**src/ddo_pkg.sv**
```systemverilog
package ddo_pkg;

  localparam int unsigned CORDIC_STEPS_DEF = 24;

  localparam int unsigned CFG_IDX_W  = 1;
  localparam int unsigned CFG_DATA_W = 32;
  localparam logic [CFG_IDX_W-1:0] REG_MPT = 1'd0;
  localparam logic [CFG_IDX_W-1:0] REG_IWB = 1'd1;

  localparam logic [31:0] MPT_RESET = 32'd5987952;
  localparam logic [31:0] IWB_RESET = 32'd44150568;

  // multiplier and divider sizes
  localparam int unsigned MUL_AW = 64;
  localparam int unsigned MUL_BW = 32;
  localparam int unsigned NUM_W  = 61;
  localparam int unsigned US_W   = 24;

  localparam logic signed [33:0] PI_Q29       = 34'sd1686629713;
  localparam logic signed [33:0] TWO_PI_Q29   = 34'sd3373259426;
  localparam logic signed [33:0] HALF_PI_Q29  = 34'sd843314857;
  localparam logic signed [33:0] CORDIC_START = 34'sd652032874;
  localparam logic signed [33:0] UNIT_Q30     = 34'sd1073741824;
  localparam logic [31:0]        US_PER_S     = 32'd1000000;

  typedef struct packed {
    logic signed [31:0] left_count;
    logic signed [31:0] right_count;
    logic [23:0]        elapsed_us;
  } in_t;

  typedef struct packed {
    logic signed [31:0] pos_x;
    logic signed [31:0] pos_y;
    logic signed [31:0] heading;
    logic signed [31:0] linear_speed;
    logic signed [31:0] angular_speed;
  } out_t;

  // arctangent of 2^-i in Q3.29
  function automatic logic [31:0] atan_q29(input logic [4:0] i);
    logic [31:0] v;
    case (i)
      5'd0: v = 32'd421657428;
      5'd1: v = 32'd248918915;
      5'd2: v = 32'd131521918;
      5'd3: v = 32'd66762579;
      5'd4: v = 32'd33510843;
      5'd5: v = 32'd16771758;
      5'd6: v = 32'd8387925;
      5'd7: v = 32'd4194219;
      5'd8: v = 32'd2097141;
      5'd9: v = 32'd1048575;
      5'd30, 5'd31: v = 32'd0;
      default: v = 32'd1 << (5'd29 - i);
    endcase
    return v;
  endfunction

endpackage

```
**src/ddo_smul.sv**
```systemverilog
module ddo_smul #(
  parameter int unsigned AW = ddo_pkg::MUL_AW,
  parameter int unsigned BW = ddo_pkg::MUL_BW
) (
  input  logic             clk,
  input  logic             rst,
  input  logic             start,
  input  logic [AW-1:0]    a,
  input  logic [BW-1:0]    b,
  output logic             busy,
  output logic [AW+BW-1:0] prod
);

  localparam int unsigned CW = $clog2(BW + 1);

  logic [AW+BW-1:0] acc;
  logic [AW-1:0]    mcand;
  logic [CW-1:0]    cnt;
  logic [AW:0]      sum;

  // one multiplier bit per cycle, lsb first
  assign sum  = {1'b0, acc[AW+BW-1:BW]} + (acc[0] ? {1'b0, mcand} : {(AW+1){1'b0}});
  assign prod = acc;

  always_ff @(posedge clk) begin
    if (rst) begin
      busy <= 1'b0;
      cnt  <= '0;
    end else if (start) begin
      busy <= 1'b1;
      cnt  <= CW'(BW);
    end else if (busy) begin
      cnt <= cnt - 1'b1;
      if (cnt == CW'(1)) begin
        busy <= 1'b0;
      end
    end
  end

  always_ff @(posedge clk) begin
    if (start) begin
      acc   <= {{AW{1'b0}}, b};
      mcand <= a;
    end else if (busy) begin
      acc <= {sum, acc[BW-1:1]};
    end
  end

endmodule

```
**src/ddo_sdiv.sv**
```systemverilog
module ddo_sdiv #(
  parameter int unsigned NW = ddo_pkg::NUM_W,
  parameter int unsigned DW = ddo_pkg::US_W
) (
  input  logic          clk,
  input  logic          rst,
  input  logic          start,
  input  logic [NW-1:0] num,
  input  logic [DW-1:0] den,
  output logic          busy,
  output logic [NW-1:0] quot
);

  localparam int unsigned CW = $clog2(NW + 1);

  logic [DW-1:0] rem;
  logic [DW-1:0] dvs;
  logic [NW-1:0] q;
  logic [CW-1:0] cnt;
  logic [DW:0]   rem_sh;
  logic [DW:0]   diff;
  logic          fits;

  // restoring division, one quotient bit per cycle
  assign rem_sh = {rem, q[NW-1]};
  assign diff   = rem_sh - {1'b0, dvs};
  assign fits   = rem_sh >= {1'b0, dvs};
  assign quot   = q;

  always_ff @(posedge clk) begin
    if (rst) begin
      busy <= 1'b0;
      cnt  <= '0;
    end else if (start) begin
      busy <= 1'b1;
      cnt  <= CW'(NW);
    end else if (busy) begin
      cnt <= cnt - 1'b1;
      if (cnt == CW'(1)) begin
        busy <= 1'b0;
      end
    end
  end

  always_ff @(posedge clk) begin
    if (start) begin
      rem <= '0;
      dvs <= den;
      q   <= num;
    end else if (busy) begin
      rem <= fits ? diff[DW-1:0] : rem_sh[DW-1:0];
      q   <= {q[NW-2:0], fits};
    end
  end

endmodule

```
**src/ddo_cordic.sv**
```systemverilog
module ddo_cordic #(
  parameter int unsigned CORDIC_STEPS = ddo_pkg::CORDIC_STEPS_DEF
) (
  input  logic               clk,
  input  logic               rst,
  input  logic               start,
  input  logic signed [31:0] angle,
  output logic               busy,
  output logic signed [31:0] cos_v,
  output logic signed [31:0] sin_v
);

  localparam int unsigned IW = $clog2(CORDIC_STEPS);

  logic signed [33:0] x;
  logic signed [33:0] y;
  logic signed [33:0] z;
  logic signed [33:0] z0;
  logic signed [33:0] xs;
  logic signed [33:0] ys;
  logic signed [33:0] at;
  logic [IW-1:0]      idx;

  assign z0 = {{2{angle[31]}}, angle};
  assign xs = x >>> idx;
  assign ys = y >>> idx;
  assign at = $signed({2'b00, ddo_pkg::atan_q29(5'(idx))});

  always_ff @(posedge clk) begin
    if (rst) begin
      busy <= 1'b0;
      idx  <= '0;
    end else if (start) begin
      busy <= 1'b1;
      idx  <= '0;
    end else if (busy) begin
      if (idx == IW'(CORDIC_STEPS - 1)) begin
        busy <= 1'b0;
      end else begin
        idx <= idx + 1'b1;
      end
    end
  end

  always_ff @(posedge clk) begin
    if (start) begin
      // fold into the right half plane by a quarter turn
      if (z0 > ddo_pkg::HALF_PI_Q29) begin
        x <= '0;
        y <= ddo_pkg::CORDIC_START;
        z <= z0 - ddo_pkg::HALF_PI_Q29;
      end else if (z0 < -ddo_pkg::HALF_PI_Q29) begin
        x <= '0;
        y <= -ddo_pkg::CORDIC_START;
        z <= z0 + ddo_pkg::HALF_PI_Q29;
      end else begin
        x <= ddo_pkg::CORDIC_START;
        y <= '0;
        z <= z0;
      end
    end else if (busy) begin
      if (!z[33]) begin
        x <= x - ys;
        y <= y + xs;
        z <= z - at;
      end else begin
        x <= x + ys;
        y <= y - xs;
        z <= z + at;
      end
    end
  end

  always_comb begin
    if (x > ddo_pkg::UNIT_Q30) begin
      cos_v = 32'(ddo_pkg::UNIT_Q30);
    end else if (x < -ddo_pkg::UNIT_Q30) begin
      cos_v = 32'(-ddo_pkg::UNIT_Q30);
    end else begin
      cos_v = x[31:0];
    end
    if (y > ddo_pkg::UNIT_Q30) begin
      sin_v = 32'(ddo_pkg::UNIT_Q30);
    end else if (y < -ddo_pkg::UNIT_Q30) begin
      sin_v = 32'(-ddo_pkg::UNIT_Q30);
    end else begin
      sin_v = y[31:0];
    end
  end

endmodule

```
**src/differential_drive_odometry_unit.sv**
```systemverilog
// differential-drive wheel odometry. each input item carries both encoder
// counts and the microseconds since the previous item; each produces one
// result item with the new pose (x, y in q16.16 meters, saturating; heading
// in q3.29 radians wrapped to plus or minus pi) and the linear and angular
// speed in q16.16 (zero when the elapsed time is zero). wheel deltas are
// |new count| - |old count|. an item passes from accept to result through
// four passes through the pair of bit-serial 64x32 multipliers (start, 32
// bit steps, done), one pass through the two bit-serial 61/24 speed
// dividers (start, 61 bit steps, done) and 11 further steps, the cordic
// running under the first multiplier pass. the next item is taken only once
// the result is loaded and the sequencer is back in idle; a stalled output
// holds the sequencer in its last step. a finished result sits in the
// output register while the next item is accepted. configuration writes take
// effect at once and must only be issued while the block is idle.
module differential_drive_odometry_unit #(
  parameter int unsigned CORDIC_STEPS = ddo_pkg::CORDIC_STEPS_DEF
) (
  input  logic                             clk,
  input  logic                             rst,
  input  logic                             in_valid,
  output logic                             in_stall,
  input  ddo_pkg::in_t                     in_data,
  output logic                             out_valid,
  input  logic                             out_stall,
  output ddo_pkg::out_t                    out_data,
  input  logic                             cfg_we,
  input  logic [ddo_pkg::CFG_IDX_W-1:0]    cfg_index,
  input  logic [ddo_pkg::CFG_DATA_W-1:0]   cfg_data
);

  localparam int unsigned PW = ddo_pkg::MUL_AW + ddo_pkg::MUL_BW;

  // sequencer states
  localparam logic [4:0] ST_IDLE = 5'd0;
  localparam logic [4:0] ST_DLT  = 5'd1;
  localparam logic [4:0] ST_M1   = 5'd2;
  localparam logic [4:0] ST_P0   = 5'd3;
  localparam logic [4:0] ST_P1   = 5'd4;
  localparam logic [4:0] ST_P2   = 5'd5;
  localparam logic [4:0] ST_M2   = 5'd6;
  localparam logic [4:0] ST_P3   = 5'd7;
  localparam logic [4:0] ST_H1   = 5'd8;
  localparam logic [4:0] ST_H2   = 5'd9;
  localparam logic [4:0] ST_M3   = 5'd10;
  localparam logic [4:0] ST_P4   = 5'd11;
  localparam logic [4:0] ST_M4   = 5'd12;
  localparam logic [4:0] ST_P5   = 5'd13;
  localparam logic [4:0] ST_DIV  = 5'd14;
  localparam logic [4:0] ST_FIN  = 5'd15;
  localparam logic [4:0] ST_OUT  = 5'd16;

  logic [4:0]  state;
  logic        fresh;

  // configuration
  logic [31:0] mpt;
  logic [31:0] iwb;

  // architectural state: only the magnitudes of the old counts matter
  logic [31:0]        prevl;
  logic [31:0]        prevr;
  logic signed [31:0] acc_x;
  logic signed [31:0] acc_y;
  logic signed [31:0] acc_h;

  // per-item working registers
  logic [31:0]        absl;
  logic [31:0]        absr;
  logic [23:0]        us;
  logic               dl_neg;
  logic               dr_neg;
  logic [31:0]        dl_mag;
  logic [31:0]        dr_mag;
  logic [64:0]        dl32;
  logic [64:0]        dr32;
  logic [48:0]        travel;
  logic [57:0]        diff;
  logic               tr_neg;
  logic [48:0]        tr_mag;
  logic               diff_neg;
  logic [57:0]        diff_mag;
  logic [40:0]        mag16;
  logic [31:0]        dth;
  logic [33:0]        xstep;
  logic [33:0]        ystep;
  logic [33:0]        hsum;
  logic [60:0]        lin_num;
  logic [60:0]        ang_num;
  logic [31:0]        lin;
  logic [31:0]        ang;

  // shared unit hookup
  logic               mul_start;
  logic [63:0]        mula_a;
  logic [31:0]        mula_b;
  logic [63:0]        mulb_a;
  logic [31:0]        mulb_b;
  logic               mula_busy;
  logic               mulb_busy;
  logic [PW-1:0]      mula_prod;
  logic [PW-1:0]      mulb_prod;
  logic               cor_busy;
  logic signed [31:0] cos_v;
  logic signed [31:0] sin_v;
  logic               c_neg;
  logic               s_neg;
  logic [31:0]        c_mag;
  logic [31:0]        s_mag;
  logic               div_start;
  logic               diva_busy;
  logic               divb_busy;
  logic [60:0]        diva_q;
  logic [60:0]        divb_q;
  logic               busy_any;
  logic               unit_done;

  // combinational helpers
  logic [32:0]        tc_mag;
  logic [40:0]        tv_mag;
  logic [32:0]        dlraw;
  logic [32:0]        drraw;
  logic [64:0]        pl_ext;
  logic [64:0]        pr_ext;
  logic [49:0]        tr_sum;
  logic [30:0]        mag29;
  logic [63:0]        mag_hi;
  logic [63:0]        xp;
  logic [63:0]        yp;
  logic [34:0]        xsum;
  logic [34:0]        ysum;
  logic               in_acc;
  logic               out_load;
  ddo_pkg::out_t      res;

  assign in_acc   = in_valid && !in_stall;
  assign in_stall = (state != ST_IDLE);

  assign c_neg = cos_v[31];
  assign s_neg = sin_v[31];
  assign c_mag = c_neg ? (32'd0 - cos_v) : cos_v;
  assign s_mag = s_neg ? (32'd0 - sin_v) : sin_v;

  // travel clamped for the position step and for the speed
  assign tc_mag = (tr_mag > 49'h1_0000_0000) ? 33'h1_0000_0000 : tr_mag[32:0];
  assign tv_mag = (tr_mag > 49'h100_0000_0000) ? 41'h100_0000_0000 : tr_mag[40:0];

  assign dlraw  = {1'b0, absl} - {1'b0, prevl};
  assign drraw  = {1'b0, absr} - {1'b0, prevr};
  assign pl_ext = {1'b0, mula_prod[63:0]};
  assign pr_ext = {1'b0, mulb_prod[63:0]};
  assign tr_sum = {dl32[64], dl32[64:16]} + {dr32[64], dr32[64:16]};

  // heading change saturates at 2^31-1 in q3.29
  assign mag29  = (|mula_prod[PW-1:50]) ? 31'h7FFF_FFFF : mula_prod[49:19];
  assign mag_hi = mula_prod[PW-1:32];

  assign xp   = (tr_neg ^ c_neg) ? (64'd0 - {1'b0, mulb_prod[62:0]}) : {1'b0, mulb_prod[62:0]};
  assign yp   = (tr_neg ^ s_neg) ? (64'd0 - {1'b0, mula_prod[62:0]}) : {1'b0, mula_prod[62:0]};
  assign xsum = {{3{acc_x[31]}}, acc_x} + {xstep[33], xstep};
  assign ysum = {{3{acc_y[31]}}, acc_y} + {ystep[33], ystep};

  assign busy_any  = mula_busy || mulb_busy || cor_busy || diva_busy || divb_busy;
  assign unit_done = !fresh && !busy_any;
  assign mul_start = fresh && (state == ST_M1 || state == ST_M2 || state == ST_M3 ||
                               state == ST_M4);
  assign div_start = fresh && (state == ST_DIV);
  assign out_load  = (state == ST_OUT) && (!out_valid || !out_stall);

  always_comb begin
    mula_a = '0;
    mula_b = '0;
    mulb_a = '0;
    mulb_b = '0;
    case (state)
      ST_M1: begin
        mula_a = {32'd0, dl_mag};
        mula_b = mpt;
        mulb_a = {32'd0, dr_mag};
        mulb_b = mpt;
      end
      ST_M2: begin
        mula_a = {6'd0, diff_mag};
        mula_b = iwb;
        mulb_a = {31'd0, tc_mag};
        mulb_b = c_mag;
      end
      ST_M3: begin
        mula_a = {31'd0, tc_mag};
        mula_b = s_mag;
        mulb_a = {23'd0, tv_mag};
        mulb_b = ddo_pkg::US_PER_S;
      end
      ST_M4: begin
        mula_a = {23'd0, mag16};
        mula_b = ddo_pkg::US_PER_S;
      end
      default: begin
      end
    endcase
  end

  // magnitude quotient to saturated signed speed
  function automatic logic [31:0] sat_speed(input logic [60:0] q, input logic neg);
    logic [31:0] v;
    if (!neg) begin
      v = (|q[60:31]) ? 32'h7FFF_FFFF : q[31:0];
    end else begin
      v = (|q[60:31]) ? 32'h8000_0000 : (32'd0 - q[31:0]);
    end
    return v;
  endfunction

  function automatic logic [31:0] sat35(input logic [34:0] v);
    logic [31:0] r;
    if (v[34] && !(&v[33:31])) begin
      r = 32'h8000_0000;
    end else if (!v[34] && (|v[33:31])) begin
      r = 32'h7FFF_FFFF;
    end else begin
      r = v[31:0];
    end
    return r;
  endfunction

  always_ff @(posedge clk) begin
    if (rst) begin
      mpt <= ddo_pkg::MPT_RESET;
      iwb <= ddo_pkg::IWB_RESET;
    end else if (cfg_we) begin
      case (cfg_index)
        ddo_pkg::REG_MPT: mpt <= cfg_data;
        ddo_pkg::REG_IWB: iwb <= cfg_data;
        default: begin
        end
      endcase
    end
  end

  // sequencer and state updates
  always_ff @(posedge clk) begin
    if (rst) begin
      state <= ST_IDLE;
      fresh <= 1'b0;
      prevl <= '0;
      prevr <= '0;
      acc_x <= '0;
      acc_y <= '0;
      acc_h <= '0;
    end else begin
      fresh <= 1'b0;
      case (state)
        ST_IDLE: begin
          if (in_acc) begin
            state <= ST_DLT;
            fresh <= 1'b1;
          end
        end
        ST_DLT: begin
          prevl <= absl;
          prevr <= absr;
          state <= ST_M1;
          fresh <= 1'b1;
        end
        ST_M1: begin
          if (unit_done) begin
            state <= ST_P0;
            fresh <= 1'b1;
          end
        end
        ST_P0: begin
          state <= ST_P1;
          fresh <= 1'b1;
        end
        ST_P1: begin
          state <= ST_P2;
          fresh <= 1'b1;
        end
        ST_P2: begin
          state <= ST_M2;
          fresh <= 1'b1;
        end
        ST_M2: begin
          if (unit_done) begin
            state <= ST_P3;
            fresh <= 1'b1;
          end
        end
        ST_P3: begin
          state <= ST_H1;
          fresh <= 1'b1;
        end
        ST_H1: begin
          acc_x <= sat35(xsum);
          state <= ST_H2;
          fresh <= 1'b1;
        end
        ST_H2: begin
          // wrap once into plus or minus pi
          if ($signed(hsum) > ddo_pkg::PI_Q29) begin
            acc_h <= 32'($signed(hsum) - ddo_pkg::TWO_PI_Q29);
          end else if ($signed(hsum) < -ddo_pkg::PI_Q29) begin
            acc_h <= 32'($signed(hsum) + ddo_pkg::TWO_PI_Q29);
          end else begin
            acc_h <= hsum[31:0];
          end
          state <= ST_M3;
          fresh <= 1'b1;
        end
        ST_M3: begin
          if (unit_done) begin
            state <= ST_P4;
            fresh <= 1'b1;
          end
        end
        ST_P4: begin
          state <= ST_M4;
          fresh <= 1'b1;
        end
        ST_M4: begin
          if (fresh) begin
            acc_y <= sat35(ysum);
          end
          if (unit_done) begin
            state <= ST_P5;
            fresh <= 1'b1;
          end
        end
        ST_P5: begin
          state <= ST_DIV;
          fresh <= 1'b1;
        end
        ST_DIV: begin
          if (unit_done) begin
            state <= ST_FIN;
            fresh <= 1'b1;
          end
        end
        ST_FIN: begin
          state <= ST_OUT;
          fresh <= 1'b1;
        end
        ST_OUT: begin
          if (out_load) begin
            state <= ST_IDLE;
            fresh <= 1'b1;
          end
        end
        default: begin
          state <= ST_IDLE;
        end
      endcase
    end
  end

  // datapath registers, no reset needed
  always_ff @(posedge clk) begin
    case (state)
      ST_IDLE: begin
        if (in_acc) begin
          absl <= in_data.left_count[31] ? (32'd0 - in_data.left_count) : in_data.left_count;
          absr <= in_data.right_count[31] ? (32'd0 - in_data.right_count)
                                          : in_data.right_count;
          us   <= in_data.elapsed_us;
        end
      end
      ST_DLT: begin
        dl_neg <= dlraw[32];
        dr_neg <= drraw[32];
        dl_mag <= dlraw[32] ? 32'(33'd0 - dlraw) : dlraw[31:0];
        dr_mag <= drraw[32] ? 32'(33'd0 - drraw) : drraw[31:0];
      end
      ST_P0: begin
        dl32 <= dl_neg ? (65'd0 - pl_ext) : pl_ext;
        dr32 <= dr_neg ? (65'd0 - pr_ext) : pr_ext;
      end
      ST_P1: begin
        travel <= tr_sum[49:1];
        diff   <= {dr32[64], dr32[64:8]} - {dl32[64], dl32[64:8]};
      end
      ST_P2: begin
        tr_neg   <= travel[48];
        tr_mag   <= travel[48] ? (49'd0 - travel) : travel;
        diff_neg <= diff[57];
        diff_mag <= diff[57] ? (58'd0 - diff) : diff;
      end
      ST_P3: begin
        dth   <= diff_neg ? (32'd0 - {1'b0, mag29}) : {1'b0, mag29};
        mag16 <= (mag_hi > 64'h100_0000_0000) ? 41'h100_0000_0000 : mag_hi[40:0];
        xstep <= xp[63:30];
      end
      ST_H1: begin
        hsum <= {{2{acc_h[31]}}, acc_h} + {{2{dth[31]}}, dth};
      end
      ST_P4: begin
        ystep   <= yp[63:30];
        lin_num <= mulb_prod[60:0];
      end
      ST_P5: begin
        ang_num <= mula_prod[60:0];
      end
      ST_FIN: begin
        lin <= (us == 24'd0) ? 32'd0 : sat_speed(diva_q, tr_neg);
        ang <= (us == 24'd0) ? 32'd0 : sat_speed(divb_q, diff_neg);
      end
      default: begin
      end
    endcase
  end

  assign res.pos_x         = acc_x;
  assign res.pos_y         = acc_y;
  assign res.heading       = acc_h;
  assign res.linear_speed  = lin;
  assign res.angular_speed = ang;

  // output register: holds a finished item while the next one is worked on
  always_ff @(posedge clk) begin
    if (rst) begin
      out_valid <= 1'b0;
    end else if (out_load) begin
      out_valid <= 1'b1;
    end else if (!out_stall) begin
      out_valid <= 1'b0;
    end
  end

  always_ff @(posedge clk) begin
    if (out_load) begin
      out_data <= res;
    end
  end

  ddo_smul #(
    .AW(ddo_pkg::MUL_AW),
    .BW(ddo_pkg::MUL_BW)
  ) u_mula (
    .clk  (clk),
    .rst  (rst),
    .start(mul_start),
    .a    (mula_a),
    .b    (mula_b),
    .busy (mula_busy),
    .prod (mula_prod)
  );

  ddo_smul #(
    .AW(ddo_pkg::MUL_AW),
    .BW(ddo_pkg::MUL_BW)
  ) u_mulb (
    .clk  (clk),
    .rst  (rst),
    .start(mul_start),
    .a    (mulb_a),
    .b    (mulb_b),
    .busy (mulb_busy),
    .prod (mulb_prod)
  );

  // cosine and sine of the old heading, run during the first multiply pass
  ddo_cordic #(
    .CORDIC_STEPS(CORDIC_STEPS)
  ) u_cordic (
    .clk  (clk),
    .rst  (rst),
    .start(mul_start && (state == ST_M1)),
    .angle(acc_h),
    .busy (cor_busy),
    .cos_v(cos_v),
    .sin_v(sin_v)
  );

  ddo_sdiv #(
    .NW(ddo_pkg::NUM_W),
    .DW(ddo_pkg::US_W)
  ) u_diva (
    .clk  (clk),
    .rst  (rst),
    .start(div_start),
    .num  (lin_num),
    .den  (us),
    .busy (diva_busy),
    .quot (diva_q)
  );

  ddo_sdiv #(
    .NW(ddo_pkg::NUM_W),
    .DW(ddo_pkg::US_W)
  ) u_divb (
    .clk  (clk),
    .rst  (rst),
    .start(div_start),
    .num  (ang_num),
    .den  (us),
    .busy (divb_busy),
    .quot (divb_q)
  );

endmodule

```
**config.mk**
```make
export PLATFORM = sky130hd
export DESIGN_NAME = differential_drive_odometry_unit
export DESIGN_NICKNAME = d
export VERILOG_FILES = /design/src/ddo_pkg.sv /design/src/ddo_smul.sv /design/src/ddo_sdiv.sv /design/src/ddo_cordic.sv /design/src/differential_drive_odometry_unit.sv
export SDC_FILE = /design/constraint.sdc
export NUM_CORES = 2
export LEC_CHECK = 0
export BUFFER_PORTS_ARGS = -buffer_cell sky130_fd_sc_hd__buf_2
export CAP_MARGIN = 10
export CORE_ASPECT_RATIO = 1.75
export CORE_UTILIZATION = 45
export DETAILED_ROUTE_END_ITERATION = 8
export RECOVER_POWER = 25
export SLEW_MARGIN = 20
export SYNTH_ARGS = -nofsm -noshare
export SYNTH_HDL_FRONTEND = slang
export SYNTH_HIERARCHICAL = 1
export SYNTH_SLANG_ARGS = --single-unit
```
**constraint.sdc**
```tcl
create_clock -name clk -period 13.8 [get_ports clk]
set_clock_uncertainty 0.05 [all_clocks]
set_input_delay 0 -clock clk [delete_from_list [all_inputs] [get_ports clk]]
set_output_delay 0 -clock clk [all_outputs]
set_load 0.01 [all_outputs]
```
## Yosys cells after proc, flatten, opt, wreduce, memory -nomap -nowiden

Cells that the tools add are included.

- Register bits after elaboration: 1,901
- Input bits: 126
- Logic and storage cells: 334

- Add/subtract/negate cells: 42
- Magnitude comparators: 13
- Equality and inequality tests: 40
- Shift operators: 3
- Mux-type cells: 101
- Bitwise operators: 4
- Reduce and logical (&&, ||, !) cells: 55

Operators by type and width:

| cell | number |
|---|---|
| $mux W32 | 24 |
| $mux W34 | 14 |
| $pmux W32 S11 | 1 |
| $mux W64 | 4 |
| $sub A1 B32 Y32 const A | 8 |
| $mux W61 | 4 |
| $pmux W58 S4 | 1 |
| $add A64 B64 Y65 | 2 |
| $sub A1 B64 Y65 const A | 2 |
| $pmux W32 S4 | 1 |
| $sub A1 B63 Y64 const A | 2 |
| $mux W63 | 2 |
| $mux W31 | 4 |
| $pmux W41 S3 | 1 |
| $pmux W32 S3 | 1 |
| $pmux W5 S17 | 1 |
| $add A32 B34 Y35 | 2 |
| $add A34 B34 Y34 | 2 |
| $gt A34 B32 Y1 const B | 2 |
| $lt A34 B31 Y1 const B | 2 |
| $sshr A34 B5 Y34 | 2 |
| $sub A34 B34 Y34 | 2 |
| $sub A32 B32 Y33 | 2 |
| $gt A64 B41 Y1 const B | 1 |
| other kinds (60) | 171 |

## Logic depth before layout (Yosys ltp)

- Word-level depth: 8
- Depth in mapped cells: 33

## Cells and area by module

Netlist, hierarchy kept.

By module, submodules not included:

| module | times used | cells each | area each (µm²) | seq. area each (µm²) |
|---|---|---|---|---|
| differential_drive_odometry_unit | 1 | 6,922 | 69,640.5 | 34,773.4 |
| ddo_smul | 2 | 1,010 | 9,972.1 | 4,304.1 |
| ddo_cordic | 1 | 2,256 | 18,898.1 | 3,183.1 |
| ddo_sdiv | 2 | 523 | 6,099.6 | 3,173.0 |

## Least setup slack after synthesis

Ideal clock, no wire load.

- Path kind: flip-flop to flip-flop
- Start: register state[3]
- End: register fresh
- Library setup time: 95 ps
- Arrival time: 9,343 ps
- Slack: 4,312 ps
- Stages on the path, launching flop included: 7
- Buffers on the path: 1
- Path through: dfxtp_1 > clkbuf_1 > nor3_1 > nand3b_1 > a21oi_1 > nor4_1 > nor2_1

RTL lines:

| element | line | source |
|---|---|---|
| from (decl) | differential_drive_odometry_unit.sv:52 | `logic [4:0] state;` |
| from (signal assigned) | differential_drive_odometry_unit.sv:242 | `state <= ST_IDLE;` |
| from (signal assigned) | differential_drive_odometry_unit.sv:254 | `state <= ST_DLT;` |
| from (signal assigned) | differential_drive_odometry_unit.sv:261 | `state <= ST_M1;` |
| $eq A5 B5 Y1 | differential_drive_odometry_unit.sv:167 | `assign out_load = (state == ST_OUT) && (!out_valid \|\| !out_stall);` |
| $logic_and A1 B1 Y1 | differential_drive_odometry_unit.sv:167 |  |
| named net out_load | differential_drive_odometry_unit.sv:132 | `logic out_load;` |
| $mux W1 | differential_drive_odometry_unit.sv:343 | `if (out_load) begin` |
| $pmux W1 S4 | differential_drive_odometry_unit.sv:251 | `case (state)` |
| to (signal assigned) | differential_drive_odometry_unit.sv:250 | `fresh <= 1'b0;` |
| to (signal assigned) | differential_drive_odometry_unit.sv:255 | `fresh <= 1'b1;` |
| to (signal assigned) | differential_drive_odometry_unit.sv:345 | `fresh <= 1'b1;` |
| to (decl) | differential_drive_odometry_unit.sv:53 | `logic fresh;` |

The timed path passes the listed nets, and every way through them passes these cells.
A chain may end at the register's enable or synchronous reset.

## Final worst setup path

- Start: register u_cordic.idx[1]
- End: register u_cordic.z[33] (data pin)

- Cells in the longest elaborated chain, start to end: 7

RTL lines:

| element | line | source |
|---|---|---|
| from (decl) | ddo_cordic.sv:22 | `logic [IW-1:0] idx;` |
| from (signal assigned) | ddo_cordic.sv:40 | `idx <= idx + 1'b1;` |
| $sub A5 B5 Y5 or $eq A5 B5 Y1 (tied branches) | ddo_pkg.sv:55, ddo_pkg.sv:43 |  |
| $shl A1 B5 Y32 or $reduce_or A2 Y1 (tied branches) | ddo_pkg.sv:55, ddo_pkg.sv:43 |  |
| $pmux W32 S11 * | ddo_pkg.sv:43 | `case (i)` |
| $sub A34 B33 Y34 or $add A34 B33 Y34 (tied branches) | ddo_cordic.sv:65, ddo_cordic.sv:69 |  |
| $mux W34 * | ddo_cordic.sv:62 | `if (!z[33]) begin` |
| $mux W34 * | ddo_cordic.sv:61 | `end else if (busy) begin` |
| $mux W34 * | ddo_cordic.sv:46 | `if (start) begin` |
| to (signal assigned) | ddo_cordic.sv:51 | `z <= z0 - ddo_pkg::HALF_PI_Q29;` |
| to (signal assigned) | ddo_cordic.sv:65 | `z <= z - at;` |
| to (signal assigned) | ddo_cordic.sv:69 | `z <= z + at;` |
| to (decl) | ddo_cordic.sv:17 | `logic signed [33:0] z;` |

Every way passes the cells marked *; elsewhere a longest branch is shown, timed or not. The select of a mux whose other input is x is not followed.

==> summary.md <==
| Metric | Value |
|---|---|
| Chip width | 393 um |
| Crit-path max FO | 56 |
| Final ANT Viol Nets | 0 |
| RR Endpoint | u_cordic/z[33] |
| Post-synthesis simple-gate area fraction | 0.157 |
| Post-synth ARST share | 0 |
| Avg WL per Cell | 26.4 um |
| Hold wc startpoint | in_data[84] |
| Status | finished, violations left |
| Mux cell area share after synthesis | 0.0515 |
| Post-synthesis sequential area ratio | 0.438 |
| Vias | 99,000 |
| TNS Setup | 0 ps |
| Hold Path Class | input pin to register |
| Ports | 288 |
| Crit path cell chain | ha_1 > inv_1 > a21oi_2 > nor4_1 > a221oi_1 > ha_1 > inv_1 > a211oi_1 > nand3_1 > nor3_1 > nor2_1 > xnor2_1 > ha_1 > and4_1 > and4_1 > o311ai_0 > a21oi_1 > o21bai_1 > a21boi_0 > nand2b_1 > a31oi_1 > or4_1 > a31oi_1 |
| PwrDens | 129 nW/um2 |
| Fin crit share | 0.616 |
| #FFs+latches synth | 1,909 |
| CP Capture Type | register |
| Gr ovfl total | 0 |
| Measured slew at the worst slew-check pin | 3770 ps |
| Slew HR | -1.52 |
| Worst path most repeated cell | ha_1 |
| Area Overhead vs Synth | 11.2% |
| Critical Path Source | u_cordic/idx[1] |
| Met2 Track Usage GR | 0.551 |
| Worst skew pair latency | 900 ps |
| CP required | 14,490 ps |
| Final Core Density | 0.503 |
| Met1 Use GR | 0.315 |
| Post-Synthesis Cells | 12,200 |
| Final min period | 8510 ps |
| Ys flop type | edfxtp_1 |
| GR Util met3 | 0.0403 |
| Worst setup endpoint | u_cordic/z[33] |
| Via-to-Cell Ratio | 6.08 |
| First drt pass iteration count | 8 |
| Worst setup margin | 5290 ps |
| Xor/xnor share of the synthesized area | 0.0793 |
| Max Cap Viol | 14 |
| CP max stage delay | 880 ps |
| Syn_area_per_cell | 9.86 um2 |
| DR DRC count | 0 |
| Largest delay share family, worst path | compound AO/OA/AOI/OAI gates |
| Worst Path Class, Setup | register to register |
| Mapped Area | 121,000 um2 |
| Die area | 270,000 um2 |
| RR Startpoint | u_cordic/idx[1] |
| Post-synth EDFFs | 1,468 |
| Switch share | 0.335 |
| Sequential fraction of design power | 0.427 |
| Critical Path Slowest Stage Cell | dfxtp_4 |
| Slew Limit Fails | 697 |
| Post-DP HPWL | 326 mm |
| Setup violations, final | 0 |
| Adder-cell share of the synthesized area | 0.0626 |
| Finished Cell Area | 134,000 um2 |
| Most common cell after layout, fill and taps aside | edfxtp_1 |
| Pleak | 48.5 nW |
| Combinational family with the most area after synthesis | compound AO/OA/AOI/OAI gates |
| Final hold violations | 0 |
| CTS tree | yes |
| Initial DRC count | 7,395 |
| Clk sink count | 1,909 |
| Initial Util | 0.452 |
| Worst IR Drop VDD | 0.101 mV |
| Crit start category | register |
| Nets | 13,300 |
| Switching power | 5.80 mW |
| Reg2Reg Setup Slack | 5290 ps |
| Synth Area in Compound Gates | 0.175 |
| Clk pwr share | 0.310 |
| CTS clk-pin slew, worst paths | 60 ps |
| CTS root buf | clkbuf_16 |
| Total CTS buffers | 192 |
| Row cnt | 251 |
| Max clock buf depth | 4 |
| Gr busiest metal | met2 |
| FMAX | 118 MHz |
| Reg2Reg Depth | 23 |
| Combinational share of power | 0.262 |
| Antenna violations before repair | 31 |
| Worst path depth | 23 |
| PortBufs | 287 |
| Buf/Inv on CP | 2 |
| Failing checks | max-capacitance violations, max-slew violations |
| Die Span Y | 687 um |
| RSZ-0062 raised after global routing | false |
| Place WS | 5450 ps |
| Ys Warns | 6 |
| Core Area | 267,000 um2 |
| Final GP Congestion | 1.01 |
| Internal | 11.5 mW |
| Placed inst area | 125,000 um2 |
| WP data arrival | 9190 ps |
| Total Routing Usage GR | 0.307 |
| Largest net degree at the start of global routing | 88 |
| Fraction of layout cells with a size suffix above 1 | 0.0856 |
| Vias in the first global route | 97,500 |
| Power Total | 17.3 mW |
| WL final | 430 mm |
| Most frequent cells in the layout | 1,468 x edfxtp_1, 1,244 x nand2_1, 903 x nor2_1 |
| H-Tree Level Count | 4 |
| Yosys cell types | 140 |
| First-pass GRT wire length | 624 mm |
-- what timing repair did --
item,CTS,global route
hold buffers,294,0
resized for setup,0,0
setup buffers,0,0
setup endpoints to repair,0,0
endpoints found under the hold margin,291,0
-- layout make-up --
class                           count  area, um2
Clock buffer                      253       5320
Multi-Input combinational cell   9292      63700
Fill cell                       24700     133000
Tap cell                         3542       4430
Sequential cell                  1909      52900
Clock inverter                     92        970
Antenna cell                       15       37.5
Inverter                          437       1640
Timing Repair Buffer              736       5210
-- synth_stat cells (98+ instances only) --
master	count	share of area
a21o_1	228	0.014
o211ai_1	109	0.0068
or3_1	124	0.0064
o21ai_0	708	0.029
edfxtp_1	1468	0.37
nor4_1	120	0.0062
dfxtp_1	441	0.073
and3_1	111	0.0058
o21a_1	98	0.0061
mux2i_1	168	0.014
and2_1	206	0.011
nor2_1	922	0.029
nand3_1	209	0.0087
o21bai_1	113	0.0070
a21oi_1	870	0.036
clkbuf_1	486	0.015
mux2_2	221	0.021
inv_1	428	0.013
xor2_1	288	0.021
nor2b_1	130	0.0067
nor3_1	233	0.0097
nand4_1	112	0.0058
nand2_1	1245	0.039
ha_1	581	0.060
a31oi_1	124	0.0064
xnor2_1	804	0.058
a211oi_1	106	0.0066
o31ai_1	146	0.0091
-- sequential cells by signal, summed over array words and instances, names as in the netlist, 33 cells and up --
signal,count
ang_num,61
diff,58
diff_mag,58
dl32,57
dr32,57
hsum,33
lin_num,61
mag16,41
out_data,160
tr_mag,49
travel,49
u_cordic/x,34
u_cordic/y,34
u_cordic/z,34
u_diva/quot,61
u_divb/quot,61
u_mula/mcand,64
u_mula/prod,96
u_mulb/mcand,64
u_mulb/prod,96
xstep,34
ystep,34
-- worst min-delay path, cell delays in order --
cell,delay (ps)
dlygate4sd3_1,560
buf_2,150
xnor2_1,120
-- per-layer routing --
layer	part of all wire	up-vias
li1	-	45900
met1	0.35	48200
met2	0.50	3593
met3	0.051	1287
met4	0.099	16
met5	0.00030	-
-- power groups by stage --
stage	registers (mW)	clock network, mW	logic (mW)
3_3_place_gp	7.51	0	4.35
5_1_grt	7.43	5.68	4.92
4_1_cts	7.39	5.50	4.51
6_report	7.40	5.37	4.54
3_5_place_dp	7.51	0	4.42
2_1_floorplan	7.22	0	3.21
-- how the worst min path moves through the flow --
stage	cells past startpoint	to	slack (ps)
final	3	absl[28]	20
after global routing	3	absl[28]	10
after CTS	3	absl[28]	1
after detailed placement	1	us[16]	130
after global placement	1	us[19]	130
after floorplan	1	u_cordic/busy	20
-- kinds of logic (layout without fill, tap and decap cells) --
| family | Yosys count | count (layout) |
|---|---|---|
| and+or+nand+nor | 3874 | 3874 |
| DFF | 1909 | 1909 |
| xor gates and xnor gates | 1092 | 1092 |
| AOI/OAI and AO/OA | 3221 | 3221 |
| other | 1 | 44 |
| adders and majority gates | 595 | 595 |
| buffers and inverters | 1071 | 1518 |
| muxes | 481 | 481 |
-- stage by stage --
stage                     instances  hold slack (ps)
after floorplan               12300             22.4
after global placement        15600              132
after detailed placement      15600              129
after CTS                     16300             1.30
after global routing          16300             14.0
final                         16300             21.3
No activity file was read; power rests on OpenSTA's default activity.
